`src/rtl/core/sbfd_pkg.sv`:
```
// ----------------------------------------------------------------------------
// sbfd_pkg
// shared types and constants for the sbus frame decoder
// ----------------------------------------------------------------------------
package sbfd_pkg;

  localparam int unsigned PayloadLen = 22;
  localparam int unsigned ChannelW   = 11;
  localparam int unsigned NumChannels = 16;
  localparam int unsigned PayloadW   = PayloadLen * 8;

  // byte positions within a frame
  localparam logic [4:0] POS_FIRST_DATA = 5'd1;
  localparam logic [4:0] POS_LAST_DATA  = 5'd22;
  localparam logic [4:0] POS_FLAGS      = 5'd23;
  localparam logic [4:0] POS_FOOTER     = 5'd24;

  localparam logic [3:0] LAST_CHANNEL = 4'd15;

  // configuration register indexes and reset values
  localparam logic       REG_HEADER   = 1'b0;
  localparam logic       REG_FOOTER   = 1'b1;
  localparam logic [7:0] HEADER_RESET = 8'h0F;
  localparam logic [7:0] FOOTER_RESET = 8'h00;

  // frame completion, one cycle pulse from the framer
  typedef struct packed {
    logic good;
    logic bad;
  } frame_event_t;

endpackage

```
`src/rtl/core/sbfd_framer.sv`:
```
// ----------------------------------------------------------------------------
// sbfd_framer
// hunts for frame start, collects payload bytes, checks the footer
// ----------------------------------------------------------------------------
module sbfd_framer (
  input  logic                           clk,
  input  logic                           rst,
  input  logic                           byte_valid,
  input  logic [7:0]                     byte_data,
  input  logic [7:0]                     header_value,
  input  logic [7:0]                     footer_value,
  output logic                           at_footer,
  output sbfd_pkg::frame_event_t         frame_event,
  output logic [sbfd_pkg::PayloadW-1:0]  payload
);

  logic       in_frame;
  logic [4:0] pos;
  logic [7:0] prev;
  logic [7:0] store [sbfd_pkg::PayloadLen];

  assign at_footer = in_frame && (pos == sbfd_pkg::POS_FOOTER);

  always_comb begin
    frame_event.good = byte_valid && at_footer && (byte_data == footer_value);
    frame_event.bad  = byte_valid && at_footer && (byte_data != footer_value);
  end

  always_comb begin
    for (int i = 0; i < sbfd_pkg::PayloadLen; i++) begin
      payload[8*i +: 8] = store[i];
    end
  end

  always_ff @(posedge clk) begin
    if (rst) begin
      in_frame <= 1'b0;
      pos      <= '0;
      prev     <= '0;
    end else if (byte_valid) begin
      prev <= byte_data;
      if (!in_frame) begin
        if (byte_data == header_value && prev == footer_value) begin
          in_frame <= 1'b1;
          pos      <= sbfd_pkg::POS_FIRST_DATA;
        end
      end else if (pos inside {[sbfd_pkg::POS_FIRST_DATA:sbfd_pkg::POS_LAST_DATA]}) begin
        pos <= pos + 5'd1;
      end else if (pos == sbfd_pkg::POS_FLAGS) begin
        pos <= sbfd_pkg::POS_FOOTER;
      end else begin
        in_frame <= 1'b0;
        pos      <= '0;
      end
    end
  end

  // payload shift line, oldest byte ends at entry 0
  always_ff @(posedge clk) begin
    if (byte_valid && in_frame &&
        pos inside {[sbfd_pkg::POS_FIRST_DATA:sbfd_pkg::POS_LAST_DATA]}) begin
      for (int i = 0; i < sbfd_pkg::PayloadLen - 1; i++) begin
        store[i] <= store[i+1];
      end
      store[sbfd_pkg::PayloadLen-1] <= byte_data;
    end
  end

endmodule

```
`src/rtl/core/sbfd_unpack.sv`:
```
// ----------------------------------------------------------------------------
// sbfd_unpack
// holds a finished frame and sends its channels through the result register
// ----------------------------------------------------------------------------
module sbfd_unpack (
  input  logic                           clk,
  input  logic                           rst,
  input  sbfd_pkg::frame_event_t         frame_event,
  input  logic [sbfd_pkg::PayloadW-1:0]  payload,
  output logic                           busy,
  output logic                           out_valid,
  input  logic                           out_stall,
  output logic [3:0]                     channel_index,
  output logic [sbfd_pkg::ChannelW-1:0]  channel_value,
  output logic                           bad_frame,
  output logic                           last
);

  logic                          bad_mode;
  logic [3:0]                    count;
  logic [sbfd_pkg::PayloadW-1:0] snap;
  logic                          move;

  assign move = busy && (!out_valid || !out_stall);

  always_ff @(posedge clk) begin
    if (rst) begin
      busy      <= 1'b0;
      out_valid <= 1'b0;
    end else begin
      if (move) begin
        out_valid <= 1'b1;
        busy      <= !(bad_mode || count == sbfd_pkg::LAST_CHANNEL);
      end else begin
        if (out_valid && !out_stall) begin
          out_valid <= 1'b0;
        end
        if (!busy && (frame_event.good || frame_event.bad)) begin
          busy <= 1'b1;
        end
      end
    end
  end

  always_ff @(posedge clk) begin
    if (move) begin
      channel_index <= bad_mode ? 4'd0 : count;
      channel_value <= bad_mode ? '0 : snap[sbfd_pkg::ChannelW-1:0];
      bad_frame     <= bad_mode;
      last          <= bad_mode || (count == sbfd_pkg::LAST_CHANNEL);
      snap          <= {{sbfd_pkg::ChannelW{1'b0}},
                        snap[sbfd_pkg::PayloadW-1:sbfd_pkg::ChannelW]};
      count         <= count + 4'd1;
    end else if (!busy) begin
      snap     <= payload;
      count    <= '0;
      bad_mode <= frame_event.bad;
    end
  end

  a_load_when_free : assert property (@(posedge clk) disable iff (rst)
    (frame_event.good || frame_event.bad) |-> !busy)
    else $error("frame completed while previous frame still unpacking");

  a_event_exclusive : assert property (@(posedge clk) disable iff (rst)
    !(frame_event.good && frame_event.bad))
    else $error("frame both good and bad");

  a_good_last_index : assert property (@(posedge clk) disable iff (rst)
    (out_valid && last && !bad_frame) |-> channel_index == sbfd_pkg::LAST_CHANNEL)
    else $error("good frame run ended early");

  a_bad_result : assert property (@(posedge clk) disable iff (rst)
    (out_valid && bad_frame) |-> (last && channel_value == '0 && channel_index == 4'd0))
    else $error("malformed bad frame result");

endmodule

```
`src/rtl/core/sbus_frame_decoder.sv`:
```
// ----------------------------------------------------------------------------
// sbus_frame_decoder
// byte-stream framer for 25-byte remote-control frames
// ----------------------------------------------------------------------------
// Takes one received byte per request and frames header, 22 payload bytes,
// flags and footer. A header only opens a frame when the byte before it was
// the footer value. A frame whose footer matches produces a run of 16 results,
// channels 0..15 with 11-bit values unpacked LSB-first, last set on channel
// 15; a mismatched footer produces one result with bad_frame and last set.
// Bytes are taken one per cycle. A byte passes through the input register into
// the framer; a finished frame is copied into a snapshot and its results leave
// one per cycle through the result register unless out_stall holds them, so
// the framer keeps taking bytes while a run drains. Only the footer byte of
// the next frame waits, and only while the previous run is still in the snapshot.
// The user writes header and footer values on the cfg port (index 0 header,
// index 1 footer) only while the block is idle; the block does not enforce it.
// ----------------------------------------------------------------------------
module sbus_frame_decoder (
  input  logic                           clk,
  input  logic                           rst,
  // configuration
  input  logic                           cfg_write,
  input  logic                           cfg_index,
  input  logic [7:0]                     cfg_data,
  // byte requests
  input  logic                           in_valid,
  output logic                           in_stall,
  input  logic [7:0]                     rx_byte,
  // channel results
  output logic                           out_valid,
  input  logic                           out_stall,
  output logic [3:0]                     channel_index,
  output logic [sbfd_pkg::ChannelW-1:0]  channel_value,
  output logic                           bad_frame,
  output logic                           last
);

  logic [7:0] header_value;
  logic [7:0] footer_value;

  // input register
  logic       in_full;
  logic [7:0] in_byte;
  logic       advance;

  logic                          at_footer;
  logic                          busy;
  sbfd_pkg::frame_event_t        frame_event;
  logic [sbfd_pkg::PayloadW-1:0] payload;

  // config registers
  always_ff @(posedge clk) begin
    if (rst) begin
      header_value <= sbfd_pkg::HEADER_RESET;
      footer_value <= sbfd_pkg::FOOTER_RESET;
    end else if (cfg_write) begin
      case (cfg_index)
        sbfd_pkg::REG_HEADER: header_value <= cfg_data;
        sbfd_pkg::REG_FOOTER: footer_value <= cfg_data;
        default: ;
      endcase
    end
  end

  // the footer byte holds in the input register until the snapshot is free
  assign advance  = in_full && (!at_footer || !busy);
  assign in_stall = in_full && !advance;

  always_ff @(posedge clk) begin
    if (rst) begin
      in_full <= 1'b0;
    end else if (in_valid && !in_stall) begin
      in_full <= 1'b1;
    end else if (advance) begin
      in_full <= 1'b0;
    end
  end

  always_ff @(posedge clk) begin
    if (in_valid && !in_stall) begin
      in_byte <= rx_byte;
    end
  end

  sbfd_framer u_framer (
    .clk          (clk),
    .rst          (rst),
    .byte_valid   (advance),
    .byte_data    (in_byte),
    .header_value (header_value),
    .footer_value (footer_value),
    .at_footer    (at_footer),
    .frame_event  (frame_event),
    .payload      (payload)
  );

  sbfd_unpack u_unpack (
    .clk           (clk),
    .rst           (rst),
    .frame_event   (frame_event),
    .payload       (payload),
    .busy          (busy),
    .out_valid     (out_valid),
    .out_stall     (out_stall),
    .channel_index (channel_index),
    .channel_value (channel_value),
    .bad_frame     (bad_frame),
    .last          (last)
  );

  a_stall_only_at_footer : assert property (@(posedge clk) disable iff (rst)
    in_stall |-> (in_full && at_footer && busy))
    else $error("input stalled without a pending footer");

  a_no_event_without_byte : assert property (@(posedge clk) disable iff (rst)
    !advance |-> !(frame_event.good || frame_event.bad))
    else $error("frame event without a byte");

  a_empty_no_stall : assert property (@(posedge clk) disable iff (rst)
    !in_full |-> !in_stall)
    else $error("stall with empty input register");

endmodule

```
`config.mk`:
```
export PLATFORM = sky130hd
export DESIGN_NAME = sbus_frame_decoder
export DESIGN_NICKNAME = d
export VERILOG_FILES = /design/src/rtl/core/sbfd_pkg.sv /design/src/rtl/core/sbfd_framer.sv /design/src/rtl/core/sbfd_unpack.sv /design/src/rtl/core/sbus_frame_decoder.sv
export SDC_FILE = /design/constraint.sdc
export NUM_CORES = 1
export LEC_CHECK = 0
export BUFFER_PORTS_ARGS = -buffer_cell sky130_fd_sc_hd__buf_2
export CORE_MARGIN = 2
export CORE_UTILIZATION = 66
export DETAILED_ROUTE_END_ITERATION = 10
export MAX_ROUTING_LAYER = met4
export PLACE_DENSITY_LB_ADDON = 0.3
export SETUP_SLACK_MARGIN = 0.2
export SYNTH_ARGS = -nofsm -noshare
export SYNTH_HDL_FRONTEND = slang
export SYNTH_SLANG_ARGS = --single-unit
```
`constraint.sdc`:
```
create_clock -name clk -period 15.8 [get_ports clk]
set_clock_uncertainty 0.2 [all_clocks]
set_input_delay 0.79 -clock clk [delete_from_list [all_inputs] [get_ports clk]]
set_output_delay 0.79 -clock clk [all_outputs]
set_load 0.05 [all_outputs]
```
==> flow_summary.ini <==
[run_status]
status = complete, no violations

[flow_run]
drv_cap = 0

[clocking]
clk_latency_ns = 0.54
clock_tree.root_cell = clkbuf_16
cts_resized = 0
max-clock-path-buffers = 3
clkSinkCount = 415
path_clk_slew_ns = 0.06
post-cts-setup-buffers = 0
cts_tree = yes
postCtsHoldBufs = 0
htree_levels = 2
cts_made_buffers = 41

[grt]
grt_pass1_vias = 8274
antenna_found_initial = 0
grt-ovfl-total = 0
grt_max_degree = 101
gr-usage-all-layers = 0.220
grt_pass1_wl_microns = 41100

[setup_path]
reg2reg_to = u_framer.store[2][15]
cp_data_arrival_time_ns = 4.24
r2r_setup_slack_ns = 11.52
r2r_cells = 8
crit_type = reg -> reg
r2r-start = u_framer.pos[0]
end_kind = register
worst-path-max-fanout = 71
cp-start-kind = register
critical_path_required_ns = 15.75

[layout]
multi_input_area_sq_um = 3090
drive_gt1_frac = 0.0932
nFillCells = 1307
final_common_cell = nand2_1
final_net_count = 1221
n_antenna_cell = 0
syn2layout_area_growth_pct = 11.4
regArea_sq_um = 12000
mostFrequentLayoutCells = 524 x nand2_1, 371 x edfxtp_1, 44 x dfxtp_1, 43 x clkbuf_16, 40 x buf_2
stdcell_count = 1508

[route]
antenna_left = 0
routed_wl_microns = 25100
vias_per_cell = 5.45
drc = 0
vias = 8223
wl_per_cell_microns = 16.6
firstDrtPassIters = 5
drtIter0Drc = 638

[timing]
post-route-min-period_ns = 4.28
slew_violations = 0
whs_ns = 0.231
slew_headroom = 0.267
rsz0062_at_grt = no
setup_viol = 0
fin_setup_tns_ns = 0
max_freq_ghz = 0.233
hold_violations = 0
tightest_slew_ns = 1.10
finalCritPeriodShare = 0.271

[synth]
synth_edf_count = 371
synth_cells = 1152
synth_top_family_by_area = simple AND/OR/NAND/NOR gates
synth_top_area_frac = 0.727
seq_area_frac_synth = 0.784
synth_fa_ha_area_frac = 0.00408
muxShareOfSynthArea = 0.00523
ys_seq_elements = 415
synth-xor-area-share = 0.0154
yosys.area.top_type = edfxtp_1
synthTopCellsByArea = edfxtp_1 73%, nand2_1 13%, dfxtp_1 5.7%
synth_simple_gate_area_frac = 0.155
synth_cell_types = 42
synth_area_sq_um = 15300
ys_warn_count = 0
ys_dominant_reg_cell = edfxtp_1
avgSynthCellArea_sq_um = 13.3
synth_compound_area_frac = 0.0215
synth.net_count = 1179
async_flop_share = 0

[placement]
dp.cells = 1436
dpl.hpwl_microns = 13900
port_buffers = 40
gp_congestion = 0.829

[floorplanning]
ios = 41
die_h_microns = 156
rows = 55
dieArea_sq_um = 24500
core_area_sq_um = 22700
die_w_microns = 156
initial_utilization = 0.675

[power_and_ir_drop]
cellLeakagePower_uw = 0.00676
peakVddDrop_uv = 117
powerDensity_nw_per_um2 = 126

[hold_path]
hp-start = rx_byte[5]
min_path_cells = 1
hold_class = in -> reg
holdPathEnd = in_byte[5]
==> stage by stage <==
step	worst slack [ns]	util	cell area (sq um)	power, uW
after floorplan	9.76	-	15300	1220
after global placement	11.56	0.694	15800	1230
after detailed placement	11.46	0.694	15800	1230
after CTS	11.46	0.752	17100	2160
after global routing	11.18	0.752	17100	2200
final	11.52	0.752	17100	2140
==> per-layer routing <==
layer / GRT usage / wire length [microns] / vias to the layer above / part of all wire
met5: - / 0 / - / 0
met4: 0.0625 / 430 / 0 / 0.017
met3: 0.0343 / 930 / 42 / 0.037
met2: 0.366 / 13000 / 149 / 0.52
met1: 0.286 / 10700 / 4001 / 0.43
li1: - / - / 4031 / -
==> registers in the layout, summed over array words and instances (netlist names) <==
register                count
u_unpack.bad_frame          1
u_unpack.count              4
u_unpack.last               1
footer_value                8
in_byte                     8
in_full                     1
u_framer.in_frame           1
u_framer.store            176
u_framer.prev               8
u_unpack.busy               1
header_value                8
u_unpack.channel_index      4
u_framer.pos                5
u_unpack.snap             176
u_unpack.channel_value     11
u_unpack.bad_mode           1
u_unpack.out_valid          1
==> worst max-delay path, stage by stage, from the launching register on <==
cell and delay (ns):
dfxtp_1 0.45, inv_1 0.11, ha_1 0.21, and4b_4 0.21
a31o_4 0.32, nor2_4 0.17, and2_4 0.62, buf_4 0.70
buf_4 0.83
==> cell type report <==
type / count / area share
flip-flops and latches: 415 / 0.704
multi-input cells: 682 / 0.181
clock buffers: 55 / 0.0680
well taps: 285 / 0.0209
repair buffers: 46 / 0.0144
clock inverters: 17 / 0.00909
inverters: 8 / 0.00235
==> worst max path at each step <==
stage	start	to	depth (start not counted)
6_report	u_framer.pos[0]	u_framer.store[2][15]	8
5_1_grt	u_framer.pos[0]	u_framer.store[2][23]	8
4_1_cts	u_framer.pos[0]	u_framer.store[2][47]	8
3_5_place_dp	u_framer.pos[0]	u_framer.store[2][42]	8
3_3_place_gp	u_framer.pos[0]	u_framer.store[2][31]	8
2_1_floorplan	u_framer.pos[0]	u_framer.store[0][0]	6
==> kinds of logic after synthesis <==
kind of cell | Yosys count
and+or+nand+nor | 595
DFF | 415
muxes | 8
xor gates and xnor gates | 27
buffers and inverters | 55
AOI/OAI and AO/OA | 47
adders and majority gates | 5
==> synth_stat cells, types with 2 or more instances <==
cell / n
nand2_1: 525
edfxtp_1: 371
dfxtp_1: 44
clkbuf_1: 32
xor2_1: 26
a21oi_1: 20
nor2b_1: 18
nand3_1: 16
nor2_1: 15
a22o_1: 11
buf_2: 9
mux2i_1: 8
inv_1: 7
nor4_1: 7
buf_1: 5
ha_1: 5
o21ai_0: 4
nor3b_1: 3
and3_1: 2
o211ai_1: 2
==> report_power, final <==
| group | leakage, uW | switching [uW] | internal (uW) |
|---|---|---|---|
| sequential | 0.00399 | 4.73 | 1180 |
| combinational | 0.00213 | 10.3 | 7.85 |
| clock | 0.000641 | 389 | 550 |
| total | 0.00676 | 404 | 1740 |
Note: power is estimated with default switching activity, not from simulation.
